[src/design/assert_macros.svh]
// Assertion macros used by the top RTL file of the hit counter.
`ifndef ASSERT_MACROS_SVH
`define ASSERT_MACROS_SVH

// Same-cycle implication, sampled on clk_i, off while rst_ni is low.
`define ASSERT_SAME(lbl, ante, cons) \
  lbl: assert property (@(posedge clk_i) disable iff (!rst_ni) (ante) |-> (cons)) \
    else $error("%m: same-cycle check failed");

// Next-cycle implication, sampled on clk_i, off while rst_ni is low.
`define ASSERT_NEXT(lbl, ante, cons) \
  lbl: assert property (@(posedge clk_i) disable iff (!rst_ni) (ante) |=> (cons)) \
    else $error("%m: next-cycle check failed");

`endif

[src/design/hftc_pkg.sv]
// Package of the hashed first-touch hit counter: sizes, constants, types.
`default_nettype none

package hftc_pkg;

  // Table geometry
  localparam int unsigned SLOTS = 4096;
  localparam int unsigned IDX_W = $clog2(SLOTS);

  // Field widths
  localparam int unsigned ADDR_W  = 32;
  localparam int unsigned ORDER_W = 13;
  localparam int unsigned HITS_W  = 32;

  // Hash constants
  localparam logic [31:0] HASH_MUL_ADDR = 32'd2654435761;
  localparam logic [31:0] HASH_MUL_BASE = 32'd40503;
  localparam int unsigned HASH_SHIFT    = 11;
  localparam int unsigned HASH_W        = 32 - HASH_SHIFT;

  // Slot reduction: restoring compare/subtract, one step per cycle
  localparam bit          SLOTS_POW2 = ((SLOTS & (SLOTS - 1)) == 0);
  localparam int unsigned MOD_STEPS  = HASH_W - IDX_W + 1;
  localparam logic [HASH_W-1:0] MOD_LAST = HASH_W'(SLOTS);
  localparam logic [HASH_W-1:0] MOD_INIT = MOD_LAST << (MOD_STEPS - 1);

  // Saturation limits
  localparam logic [ORDER_W-1:0] ORDER_MAX = '1;
  localparam logic [HITS_W-1:0]  HITS_MAX  = '1;

  // Request codes
  localparam logic OP_ENTER = 1'b0;
  localparam logic OP_QUERY = 1'b1;

  // One table slot as stored in memory
  typedef struct packed {
    logic [ADDR_W-1:0]  addr;
    logic [ADDR_W-1:0]  base;
    logic [ORDER_W-1:0] order;
    logic [HITS_W-1:0]  hits;
  } slot_t;

  // Hash unit handshake
  typedef struct packed {
    logic              start;
    logic [ADDR_W-1:0] entry_addr;
    logic [ADDR_W-1:0] module_base;
  } hash_req_t;

  typedef struct packed {
    logic             done;
    logic [IDX_W-1:0] idx;
  } hash_rsp_t;

  // Main sequencer
  typedef enum logic [1:0] {
    ST_CLEAR,
    ST_IDLE,
    ST_HASH,
    ST_PROBE
  } ctrl_state_e;

  // Hash sequencer
  typedef enum logic [2:0] {
    H_IDLE,
    H_MUL_A,
    H_MUL_B,
    H_SUM,
    H_MOD,
    H_DONE
  } hash_state_e;

endpackage

`default_nettype wire

[src/design/hftc_hash.sv]
// Iterative hash unit: one shared multiplier, then a compare/subtract reduction when SLOTS is not a power of two.
`default_nettype none

module hftc_hash (
  input  wire logic                clk_i,
  input  wire logic                rst_ni,
  input  wire hftc_pkg::hash_req_t req_i,
  output hftc_pkg::hash_rsp_t      rsp_o
);
  import hftc_pkg::*;

  hash_state_e       state_q, state_d;
  logic [ADDR_W-1:0] key_a_q, key_b_q;
  logic [31:0]       prod_q, acc_q;
  logic [HASH_W-1:0] rem_q, rem_d;
  logic [HASH_W-1:0] cand_q, cand_d;
  logic [31:0]       mul_a, mul_b;
  logic [31:0]       prod_lo;
  logic [31:0]       sum;

  // Shared multiplier, operands picked by the sequencer; only the low word is kept
  always_comb begin
    mul_a   = (state_q == H_MUL_A) ? key_a_q : key_b_q;
    mul_b   = (state_q == H_MUL_A) ? HASH_MUL_ADDR : HASH_MUL_BASE;
    prod_lo = mul_a * mul_b;
    sum     = acc_q + prod_q;
  end

  // Next state
  always_comb begin
    state_d = state_q;
    case (state_q)
      H_IDLE:  if (req_i.start) state_d = H_MUL_A;
      H_MUL_A: state_d = H_MUL_B;
      H_MUL_B: state_d = H_SUM;
      H_SUM:   state_d = SLOTS_POW2 ? H_DONE : H_MOD;
      H_MOD:   if (cand_q == MOD_LAST) state_d = H_DONE;
      H_DONE:  state_d = H_IDLE;
      default: state_d = H_IDLE;
    endcase
  end

  // Reduction datapath
  always_comb begin
    rem_d  = rem_q;
    cand_d = cand_q;
    case (state_q)
      H_SUM: begin
        rem_d  = sum[31:HASH_SHIFT];
        cand_d = MOD_INIT;
      end
      H_MOD: begin
        if (rem_q >= cand_q) rem_d = rem_q - cand_q;
        cand_d = cand_q >> 1;
      end
      default: ;
    endcase
  end

  // Outputs
  always_comb begin
    rsp_o.done = (state_q == H_DONE);
    rsp_o.idx  = rem_q[IDX_W-1:0];
  end

  always_ff @(posedge clk_i or negedge rst_ni) begin
    if (!rst_ni) begin
      state_q <= H_IDLE;
    end else begin
      state_q <= state_d;
    end
  end

  // Datapath registers
  always_ff @(posedge clk_i) begin
    if (state_q == H_IDLE && req_i.start) begin
      key_a_q <= req_i.entry_addr;
      key_b_q <= req_i.module_base;
    end
    prod_q <= prod_lo;
    if (state_q == H_MUL_B) acc_q <= prod_q;
    rem_q  <= rem_d;
    cand_q <= cand_d;
  end

endmodule

`default_nettype wire
[config.mk]
export PLATFORM = sky130hd
export DESIGN_NAME = hftc_hash
export DESIGN_NICKNAME = d
export VERILOG_FILES = /design/src/design/assert_macros.svh /design/src/design/hftc_pkg.sv /design/src/design/hftc_hash.sv
export SDC_FILE = /design/constraint.sdc
export NUM_CORES = 1
export LEC_CHECK = 0
export BUFFER_PORTS_ARGS = -buffer_cell sky130_fd_sc_hd__buf_2
export CORE_UTILIZATION = 25
export CTS_CLUSTER_DIAMETER = 100
export DETAILED_ROUTE_END_ITERATION = 12
export PLACE_DENSITY_LB_ADDON = 0.08
export SLEW_MARGIN = 10
export SYNTH_ARGS = -nofsm -noshare
export SYNTH_HDL_FRONTEND = slang
export SYNTH_SLANG_ARGS = --single-unit
[constraint.sdc]
create_clock -name clk_i -period 7 [get_ports clk_i]
set_input_delay 2.1 -clock clk_i [delete_from_list [all_inputs] [get_ports clk_i]]
set_output_delay 2.1 -clock clk_i [all_outputs]
set_load 0.05 [all_outputs]
==> metrics.md <==
| Metric | Value |
|---|---|
| Fin worst setup slack | `170 ps` |
| Family with the most delay on the worst path | `adder cells` |
| Synthesized area per cell | `11.1 um^2` |
| Total wire length | `26400 um` |
| Fin crit share | `0.976` |
| Worst setup EP type | `flip-flop` |
| Share of the synthesized area in the top cell type | `0.267` |
| DRC viols | `0` |
| Clk pin slew, worst setup/hold paths | `70 ps` |
| Largest net degree at the start of global routing | `47` |
| Mapped Area | `10600 um^2` |
| Critical path buffers and inverters | `8` |
| Metal3 WL | `357 um` |
| Vias/cell | `3.96` |
| Synth-to-layout area growth | `26.5%` |
| Total gr overflow | `0` |
| Post-route ant nets | `0` |
| Relative slew slack | `0.601` |
| Max Cap Viol | `0` |
| Tot GR Track Use | `0.124` |
| WP data required | `7260 ps` |
| Worst hold path class | `flip-flop to flip-flop` |
| Unrepaired setup endpoints after global routing | `true` |
| Antenna Cells | `0` |
| Post-DP Area | `12300 um^2` |
| Top cells by count, synth | `inv_1 (244), ha_1 (147), fa_1 (141)` |
| Root Buffer | `clkbuf_16` |
| Endpoints failing hold | `0` |
| Layout cells sized above 1 | `0.264` |
| Die height | `208 um` |
| CP Max Fanout | `7` |
| IO Port Bufs | `61` |
| Placer congestion estimate | `0.777` |
| # clock sinks | `107` |
| Vias in the first global route | `7206` |
| Worst Max-Slew Pin Slew | `599 ps` |
| Final Setup Violations | `0` |
| Setup Crit Path Kind | `flip-flop to flip-flop` |
| CTS tree | `built` |
| Cell taking the most area after synthesis | `fa_1` |
| Clock Latency Late Sink | `380 ps` |
| Routed via count | `6676` |
| First-pass GRT wire length | `39900 um` |
| Cell count after synthesis | `956` |
| Hold-fix buffers at CTS | `0` |
| Post-route minimum period | `6830 ps` |
| H-tree depth | `3` |
| I/O pins | `80` |
| Run status | `complete, no violations` |
| Register Area | `2970 um^2` |
| Top post-synthesis cells by area | `fa_1 (27%), edfxtp_1 (23%), ha_1 (17%)` |
| Max Used Layer | `met4` |
| Hpwl dp | `22400 um` |
| Final Cell Area | `13400 um^2` |
| Setup Skew | `11.1 ps` |
| DIE AREA | `43100 um^2` |
| Core area | `41300 um^2` |
| Yosys cell types | `59` |
| Register area share after synthesis | `0.281` |
| Initial antenna violation count | `0` |
| Fraction of registers with async set/reset | `0.0280` |
| Cell with the most instances after synthesis | `inv_1` |
| Fmax | `146 MHz` |
| Max-slew violation count | `0` |
| Initial DRC Count | `118` |
| Number of flops mapped to enable cells by yosys | `81` |
| Nets@finish | `1503` |
| Layout fillers | `4289` |
| Placement Setup Slack | `-154 ps` |
| Area of the multi-input gates | `7050 um^2` |
| Post-synth top flop | `edfxtp_1` |
| Yosys reg bits | `107` |
| WL/cell | `15.7 um` |
| Worst setup SP type | `flip-flop` |
| Max clock buf depth | `2` |
| CP max-delay cell | `fa_1` |
| Pre-antenna DRT Iters | `4` |
| CP arrival | `7090 ps` |
| CP max stage delay | `550 ps` |
| Initial Utilization | `0.256` |
| Synth warnings | `0` |
| Most used cell, CP | `fa_1` |
| Rows | `74` |
| Met2 WL | `13500 um` |
| Die width | `208 um` |
| CTS Buf Count | `9` |
| Wl on met1 | `12200 um` |
## stage by stage
step | instances | setup TNS (ps) | hold WS, ps | utilization
finish | 1685 | 0 | 442 | 0.324
detailed placement | 1643 | -246 | 427 | 0.299
CTS | 1659 | -32.5 | 449 | 0.307
floorplan | 957 | 0 | 409 | -
global route | 1685 | -130 | 470 | 0.324
global placement | 1643 | -268 | 430 | 0.299
## metal layers
| layer | GRT usage | vias to the layer above |
|---|---|---|
| met5 | 0 | - |
| met3 | 0.0142 | 11 |
| met2 | 0.217 | 48 |
| li1 | - | 3407 |
| met1 | 0.159 | 3210 |
| met4 | 0.0375 | 0 |
## logic make-up after synthesis
kind of cell,share of synthesized area
buf+inv,0.0938
other cells,0.000355
xor+xnor,0.0640
flops,0.281
simple gates,0.0590
fa+ha+maj,0.441
compound gates,0.0596
mux,0.00189
## path summary, 6_finish.rpt
check,start,endpoint,slack (ps),cells past startpoint
max in group asynchronous,rst_ni,state_q[2],5390,1
min reg2reg,prod_q[9],acc_q[9],440,0
min in group asynchronous,rst_ni,state_q[0],1500,1
max reg2reg,state_q[1],prod_q[22],170,25
min,prod_q[9],acc_q[9],440,0
max,state_q[1],prod_q[22],170,25
## worst reg2reg max path: cells and delay by family (launching register included)
family	cells	cell delay [ps]
DFF	1	390
adders and majority gates	8	3830
xor gates and xnor gates	6	1080
and+or+nand+nor	3	580
buffers and inverters	8	830
## layout by cell type (no fill, tap or decap), types with 13 or more instances in the layout
cell type and n:
nand2_1 57, inv_2 13, ha_1 131, xnor2_1 49, edfxtp_1 81, clkbuf_16 13, dfxtp_1 23, buf_4 117
a21oi_1 19, nor2_1 19, fa_1 129, xor2_1 20, buf_2 61, ha_4 15, inv_1 230
## flip-flops by register name, indices dropped and copies added, names as in the netlist
register  flops
key_a_q      23
acc_q        23
state_q       3
prod_q       23
rem_q        12
key_b_q      23
## cell type report
type / instances / area share
multi-input combinational: 591 / 0.527
clock inverter: 4 / 0.00402
sequential: 107 / 0.222
tap: 532 / 0.0497
timing repair buffer: 195 / 0.109
clock buffer: 12 / 0.0200
inverter: 244 / 0.0686
## timing repair
item,in CTS,in global routing
endpoints found under the setup margin,4,7
gates cloned,0,3
setup buffers,0,23
pin swaps,4,36
gates resized for setup,9,98
endpoints found under the hold margin,0,0
Power is left out: the tool's default activity adds up to more than one toggle a clock period on the data nets, which glitch-free logic cannot reach.
