$ cat src/design/assert_macros.svh
// Assertion macros used by the top RTL file of the hit counter.
`ifndef ASSERT_MACROS_SVH
`define ASSERT_MACROS_SVH

// Same-cycle implication, sampled on clk_i, off while rst_ni is low.
`define ASSERT_SAME(lbl, ante, cons) \
  lbl: assert property (@(posedge clk_i) disable iff (!rst_ni) (ante) |-> (cons)) \
    else $error("%m: same-cycle check failed");

// Next-cycle implication, sampled on clk_i, off while rst_ni is low.
`define ASSERT_NEXT(lbl, ante, cons) \
  lbl: assert property (@(posedge clk_i) disable iff (!rst_ni) (ante) |=> (cons)) \
    else $error("%m: next-cycle check failed");

`endif

$ cat src/design/hftc_ram.sv
// Generic single-write, single-read RAM with registered read data.
`default_nettype none

module hftc_ram #(
  parameter int unsigned WIDTH = 8,
  parameter int unsigned DEPTH = 16
) (
  input  wire logic                     clk_i,
  input  wire logic                     we_i,
  input  wire logic [$clog2(DEPTH)-1:0] waddr_i,
  input  wire logic [WIDTH-1:0]         wdata_i,
  input  wire logic                     re_i,
  input  wire logic [$clog2(DEPTH)-1:0] raddr_i,
  output logic      [WIDTH-1:0]         rdata_o
);

  logic [WIDTH-1:0] mem_q [DEPTH];

  // Write port
  always_ff @(posedge clk_i) begin
    if (we_i) begin
      mem_q[waddr_i] <= wdata_i;
    end
  end

  // Read port, data holds until the next read
  always_ff @(posedge clk_i) begin
    if (re_i) begin
      rdata_o <= mem_q[raddr_i];
    end
  end

endmodule

`default_nettype wire

$ cat config.mk
export PLATFORM = sky130hd
export DESIGN_NAME = hftc_ram
export DESIGN_NICKNAME = d
export VERILOG_FILES = /design/src/design/assert_macros.svh /design/src/design/hftc_ram.sv
export SDC_FILE = /design/constraint.sdc
export NUM_CORES = 1
export LEC_CHECK = 0
export ABC_AREA = 0
export BUFFER_PORTS_ARGS = -buffer_cell sky130_fd_sc_hd__buf_4
export CAP_MARGIN = 40
export CORE_MARGIN = 3
export CORE_UTILIZATION = 32
export CTS_BUF_LIST = sky130_fd_sc_hd__clkbuf_2 sky130_fd_sc_hd__clkbuf_4 sky130_fd_sc_hd__clkbuf_8
export DETAILED_ROUTE_END_ITERATION = 10
export SLEW_MARGIN = 20
export SYNTH_ARGS = -nofsm -noshare
export SYNTH_HDL_FRONTEND = slang
export SYNTH_SLANG_ARGS = --single-unit
export TNS_END_PERCENT = 100
$ cat constraint.sdc
create_clock -name clk_i -period 2 [get_ports clk_i]
set_clock_uncertainty 0.05 [all_clocks]
set_input_delay 0.3 -clock clk_i [delete_from_list [all_inputs] [get_ports clk_i]]
set_output_delay 0.3 -clock clk_i [all_outputs]
set_load 0.05 [all_outputs]
==> results by group, run 1 <==
Status
  • Status: finished clean

Setup path
  • Max FO, Critical Path: 1
  • Setup crit end: rdata_o[4]
  • Critical path startpoint: mem_q[10][4]
  • R2R Setup Slk: 0.45 ns
  • Required time worst endpoint: about 2.1 ns
  • Worst reg2reg path startpoint: mem_q[10][4]
  • Worst Path Arrival: about 1.7 ns
  • Worst path cell trace: mux4_1 -> a22oi_1 -> nand2_1
  • Crit path launch type: flip-flop
  • Worst setup EP type: flip-flop
  • Slowest-stage cell, CP: mux4_1
  • Setup CP Type: reg -> reg
  • RR Endpoint: rdata_o[4]
  • CP max stage delay: ~0.5 ns
  • R2R depth: 3

Logic synthesis
  • Top cell type's share of synthesized area: approximately four fifths
  • Async set-reset flop share out of synthesis: 0%
  • Sequential area share after synthesis: between 70% and 80%
  • Synth Cell Area: between 5000 and 6000 um^2
  • Area leader, netlist: edfxtp_1
  • Syn Inst Count: approximately 230
  • Post-synth cell types: 18
  • Main flop type after synthesis: edfxtp_1
  • Avg Inst Size Synth: 22.8 um^2
  • Top area cells in the synthesized netlist: edfxtp_1 (78%), mux4_2 (7.8%), mux4_1 (7.0%)
  • Synth cell count leaders: edfxtp_1 (136), mux4_2 (18), a22oi_1 (16), mux4_1 (14), nor2_1 (13)
  • Synth warn: 0
  • Syn Nets: about 250
  • EDFF count, synth: 136
  • Post-synthesis register bit count: between 100 and 150
  • Cell with the most instances after synthesis: edfxtp_1

Floorplan
  • Std-Cell Rows: 46
  • Initial Utilization: between 30% and 40%
  • I/O pin cnt: 27
  • Die Y: 134 um
  • Core area: around 16000 um^2
  • Die width: between 100 and 150 um
  • Total die area: between 15000 and 20000 um^2

Finish
  • Nets: 307
  • Antenna diodes: 0
  • Fill count: roughly 1.5k
  • Area Overhead vs Synth: 18.6%
  • Layout cells sized above 1: 31.9%

Global routing
  • First-pass GRT wire length: ~16 mm
  • Number of global-route vias before repair: roughly 2.6k
  • Largest net degree at the start of global routing: 17
  • Tot GR Track Use: roughly an eighth
  • Initial antenna violation count: 0
  • Total global routing overflow: 0

Timing
  • Fmax: 0.645 GHz
  • Tmin final: around 1.6 ns
  • Final cycle utilization of the critical path: between 70% and 80%
  • Worst slew pin tran: 0.424 ns
  • Slew margin rel.: between 70% and 80%
  • Final setup margin: 0.449 ns
  • Final hold violation count: 0
  • Final Setup Violations: 0
  • Unrepaired setup endpoints after global routing: no
  • Setup_tns: 0 ns
  • Slew Limit Fails: 0

Clock tree
  • CTS tree: yes
  • Post-CTS setup buffer count: 0
  • Worst-Skew Late Latency: 0.43 ns
  • H-tree depth: 4
  • Max clock buf depth: 2
  • Root buf cell: clkbuf_8
  • Clock sinks: between 100 and 150
  • Resized Gates After CTS: 0
  • Clock transition at the registers of the reported paths: roughly 0.08 ns
  • CTS Buf Count: 17
  • Hold Buf Count CTS: 0

Detailed routing
  • Via count: around 2.4k
  • Final ANT Viol Nets: 0
  • Via/cell ratio: between 4 and 5
  • DRT Pass-1 Iters: 4
  • Drc violations: 0
  • Post-Route WL: 10.1 mm
  • Initial DRC Count: about 180
  • Routed len/inst: 19.6 um

Place
  • IO Port Bufs: 26
  • GPL Wtd Cong: 0.715
  • Placement Setup Slack: between 0.05 and 0.06 ns
  • Detailed placement HPWL: between 6 and 7 mm

Power
  • Lkg Pwr: about 2.1 nW
  • Cell Pwr Density: about 940 nW/um^2
  • Max IR drop VDD: around 0.41 mV

Flow run
  • Max-Cap Viols: 0

Hold path
  • Worst Hold Class: in -> reg
## sequential cells by signal, summed over array words and instances (netlist names)
| register | cells |
|---|---|
| mem_q | 128 |
| rdata_o | 8 |
## where the power goes
part | switching, mW | internal (mW)
Combinational | 0.211 | 0.151
Sequential | 0.0187 | 3.21
Clock | 0.964 | 1.25
## cells in the final DEF, fill, tap and decap left out, types with 3 or more instances in the layout
cell type and count:
bufinv_16 3, buf_4 48, clkbuf_4 3, clkinv_1 5
clkinv_2 3, edfxtp_1 136, a22oi_1 16, mux4_1 14
mux4_2 18, nand2_1 9, clkbuf_8 17, nor3_1 4
nor2_1 13
## layer usage
metal | global-route usage, % | routed length (um)
met5 | 0 | 0
met4 | 3.66 | 93
met3 | 4.28 | 466
met2 | 18.8 | 4970
met1 | 16.0 | 4620
## cell type report
cell class,count,area (um^2),share of cell area (%)
well taps,216,270,4.36
clock inverters,12,133,2.14
repair buffers,50,400,6.46
clock buffers,20,256,4.14
flip-flops and latches,136,4080,65.9
multi-input cells,83,1060,17.0
## how the worst min path moves through the flow
stage                               to  cells past startpoint  slack (ns)        from
after floorplan            mem_q[0][0]                      0        0.35  wdata_i[0]
after global placement    mem_q[14][5]                      1        0.55  wdata_i[5]
after detailed placement  mem_q[14][0]                      1        0.57  wdata_i[0]
after CTS                 mem_q[15][0]                      1        0.10  wdata_i[0]
after global routing        rdata_o[5]                      1        0.11        re_i
final                     mem_q[11][5]                      1        0.13  wdata_i[5]
## critical path, delay by kind of cell, from the launching register on
kind | cells | cell delay [ns]
mux | 1 | 0.50
compound gates | 1 | 0.27
simple gates | 1 | 0.10
flops | 1 | 0.37
## cell families after synthesis
logic type | Yosys count | synth area share (%)
muxes | 32 | 14.8
buffers and inverters | 10 | 1.65
and+or+nand+nor | 35 | 3.14
DFF | 136 | 78.1
AOI/OAI and AO/OA | 16 | 2.30
## per-stage QoR
stage	hold slack, ns	util (%)	instances	total power [mW]	instance area, um^2
floorplan	0.349	-	229	3.49	5230
global placement	0.554	36.5	485	3.65	5810
detailed placement	0.569	36.5	485	3.66	5810
CTS	0.104	38.9	517	5.86	6200
global route	0.109	38.9	517	6.00	6200
finish	0.131	38.9	517	5.80	6200
Note: power is estimated with default switching activity, not from simulation.
==> run 2: changes to the inputs <==
--- a/config.mk
+++ b/config.mk
@@ -5,7 +5,7 @@
 export SDC_FILE = /design/constraint.sdc
 export NUM_CORES = 1
 export LEC_CHECK = 0
-export ABC_AREA = 0
+export ABC_AREA = 1
 export BUFFER_PORTS_ARGS = -buffer_cell sky130_fd_sc_hd__buf_4
 export CAP_MARGIN = 40
 export CORE_MARGIN = 3
==> constraint.sdc (replaced) <==
create_clock -name clk_i -period 1.41 [get_ports clk_i]
set_clock_uncertainty 0.05 [all_clocks]
set_input_delay 0.2115 -clock clk_i [delete_from_list [all_inputs] [get_ports clk_i]]
set_output_delay 0.2115 -clock clk_i [all_outputs]
set_load 0.05 [all_outputs]
==> run 2 against run 1 <==
Effect of this change:
- global-route usage up 2.3 points
- highest routed layer unchanged
- cell count up 61%
- sequential cell count unchanged
- critical path depth down 2
==> results by group, run 2 <==
Setup path
  • Max FO, Critical Path: 1
  • Worst reg2reg path startpoint: mem_q[3][7]
  • Critical path depth in cells: 1
  • Worst path cell trace: buf_4
  • CP max stage delay: 0.43 ns
  • Slowest-stage cell, CP: edfxtp_1
  • Required time worst endpoint: 1.15 ns
  • Worst Path Arrival: about 1.1 ns
  • RR Endpoint: rdata_o[7]
  • Setup CP Type: reg -> out
  • Crit path launch type: flip-flop
  • CP Buf/Inv Count: 1
  • Setup crit end: rdata_o[2]
  • Delay-heaviest family, CP: flip-flops
  • Critical path startpoint: rdata_o[2]
  • Worst setup EP type: output pin
  • R2R Setup Slk: 0.20 ns
  • R2R depth: 6

Power
  • Clk pwr share: approximately a third
  • Net Sw Frac: 23.3%
  • Cell Pwr Density: 1190 nW/um^2
  • Internal: slightly above 6 mW
  • Total net switching power: approximately 1.9 mW
  • Comb power frac: between 8 and 9%
  • Flop pwr share: 57.2%
  • Max IR drop VDD: between 0.5 and 0.6 mV
  • Lkg Pwr: 2.87 nW

Detailed routing
  • Via count: 3820
  • WL met1: ~6.4 mm
  • Post-Route WL: approximately 14 mm
  • Routed len/inst: between 15 and 20 um
  • DRT Pass-1 Iters: 5
  • Initial DRC Count: approximately 430
  • Met3 wire length: between 700 and 800 um
  • Max layer used: met4
  • Drc violations: 0
  • Via/cell ratio: approximately 4.6
  • Final ANT Viol Nets: 0
  • Met2 WL post-DR: approximately 6.1 mm

Finish
  • Largest register by flop count: mem_q
  • Final core occ: a little under two fifths
  • Antenna diodes: 0
  • Nets: between 600 and 700
  • Layout cells sized above 1: 13.3%
  • Commonest non-fill, non-tap cell in the layout: nand2_1
  • Most frequent cells in the layout: nand2_1 (173), edfxtp_1 (136), inv_1 (100), nand3_1 (97), buf_4 (46)
  • Max reg flops: about 130
  • Area Overhead vs Synth: 15.0%
  • Fin cells: between 800 and 900
  • Top flop regs: mem_q x128, rdata_o x8

Timing
  • Slew Limit Fails: 0
  • Fmax: ~0.75 GHz
  • Tmin final: ~1.3 ns
  • Final hold violation count: 0
  • Final Setup Violations: 0
  • Final cycle utilization of the critical path: between 90% and 100%
  • Worst slew pin tran: 0.585 ns
  • Unrepaired setup endpoints after global routing: no
  • Slew margin rel.: about three fifths

Clock tree
  • Clock sinks: between 100 and 150
  • Resized Gates After CTS: 0
  • Hold Buf Count CTS: 0
  • CTS tree: yes
  • H-tree depth: 4
  • Root buf cell: clkbuf_8
  • CTS Buf Count: 17
  • Max clock buf depth: 2
  • Post-CTS setup buffer count: 0
  • Worst-Skew Late Latency: between 0.4 and 0.5 ns
  • Clock transition at the registers of the reported paths: ~0.07 ns

Floorplan
  • Initial Utilization: 33.2%
  • Die Y: between 100 and 150 um
  • Total die area: around 20000 um^2
  • Core area: 17600 um^2
  • Die width: ~140 um
  • I/O pin cnt: 27
  • Std-Cell Rows: between 40 and 50

Global routing
  • Number of global-route vias before repair: roughly 3.9k
  • Initial antenna violation count: 0
  • First-pass GRT wire length: approximately 21 mm
  • Total global routing overflow: 0
  • Tot GR Track Use: between 10% and 20%
  • Largest net degree at the start of global routing: 47

Place
  • IO Port Bufs: 26
  • Dpl cells: approximately 800
  • GPL Wtd Cong: 0.835
  • Detailed placement HPWL: 8.73 mm

Logic synthesis
  • Top cell type's share of synthesized area: between 60% and 70%
  • EDFF count, synth: approximately 140
  • Synth warn: 0
  • Synth Cell Area: approximately 6000 um^2
  • Area leader, netlist: edfxtp_1
  • Synth cell count leaders: nand2_1 (173), edfxtp_1 (136), inv_1 (100), nand3_1 (97), nor2_1 (17)
  • Post-synthesis register bit count: 136
  • Sequential area share after synthesis: 69.8%
  • Post-synth cell types: 11
  • Async set-reset flop share out of synthesis: 0%
  • Top area cells in the synthesized netlist: edfxtp_1 (70%), nand2_1 (11%), nand3_1 (8.3%)
  • Syn Inst Count: about 550
  • Syn Nets: 570
  • Avg Inst Size Synth: approximately 11 um^2
  • Main flop type after synthesis: edfxtp_1
  • Cell with the most instances after synthesis: nand2_1

Hold path
  • Worst Hold Class: in -> reg

Status
  • Status: finished clean

Flow run
  • Max-Cap Viols: 0
run 2: cell types whose count changed in the layout (fill, tap and decap cells not counted), sizes merged, moves of 2 or more:
cell / delta
mux4: -32
inv: +102
nand2b: -2
nor2: +4
bufinv: -2
nand3: +96
nor3: -4
a22oi: -16
nand2: +164
run 2: kinds of logic (layout without fill, tap and decap cells):
kind of cell | Yosys count | after routing | synth area share (%)
and+or+nand+nor | 289 | 289 | 20.8
DFF | 136 | 136 | 69.8
buffers and inverters | 126 | 182 | 9.39
run 2: power by group through the flow:
stage	Clock (mW)	Sequential (mW)	Combinational, mW
after detailed placement	0	4.67	0.659
after global routing	3.01	4.58	0.722
after global placement	0	4.66	0.653
after floorplan	0	4.73	0.319
final	2.76	4.58	0.656
after CTS	2.83	4.58	0.661
run 2: cell type report:
type	instances	area, um^2
Fill cell	1732	10900
Sequential cell	136	4080
Multi-Input combinational cell	289	1210
Timing Repair Buffer	50	425
Inverter	102	383
Tap cell	225	282
Clock buffer	19	249
Clock inverter	11	85.1
run 2: layer usage:
layer	vias up	GRT usage [%]
met5	-	0
met4	0	5.35
met2	132	21.1
met1	1806	20.6
li1	1864	-
met3	18	3.49
run 2: worst register-to-register path, cell delays in order, from the launching register on:
cell and delay, ns:
edfxtp_1 0.37, inv_1 0.06, nand2_1 0.05, nand3_1 0.08
nand3_1 0.11, nand3_1 0.14, nand2_1 0.10
run 2: worst min path at each step:
stage          startpoint     endpoint  slack [ns]  cells after the start
6_report             re_i   rdata_o[4]        0.03                      1
5_1_grt              re_i   rdata_o[2]       0.008                      1
4_1_cts              re_i   rdata_o[6]        0.01                      1
3_5_place_dp         re_i   rdata_o[4]        0.48                      1
3_3_place_gp         re_i   rdata_o[4]        0.47                      1
2_1_floorplan  wdata_i[0]  mem_q[0][0]        0.26                      0
run 2: through the flow:
| step | setup TNS [ns] | cell area, um^2 | hold slack (ns) | worst slack [ns] | power [mW] |
|---|---|---|---|---|---|
| finish | 0 | 6720 | 0.0326 | 0.0682 | 8.00 |
| global route | 0 | 6720 | 0.00779 | 0.0363 | 8.31 |
| detailed placement | -0.373 | 6390 | 0.479 | -0.0942 | 5.33 |
| floorplan | 0 | 5850 | 0.260 | 0.198 | 5.05 |
| global placement | -0.313 | 6390 | 0.467 | -0.0844 | 5.32 |
| CTS | 0 | 6720 | 0.0135 | 0.0538 | 8.07 |
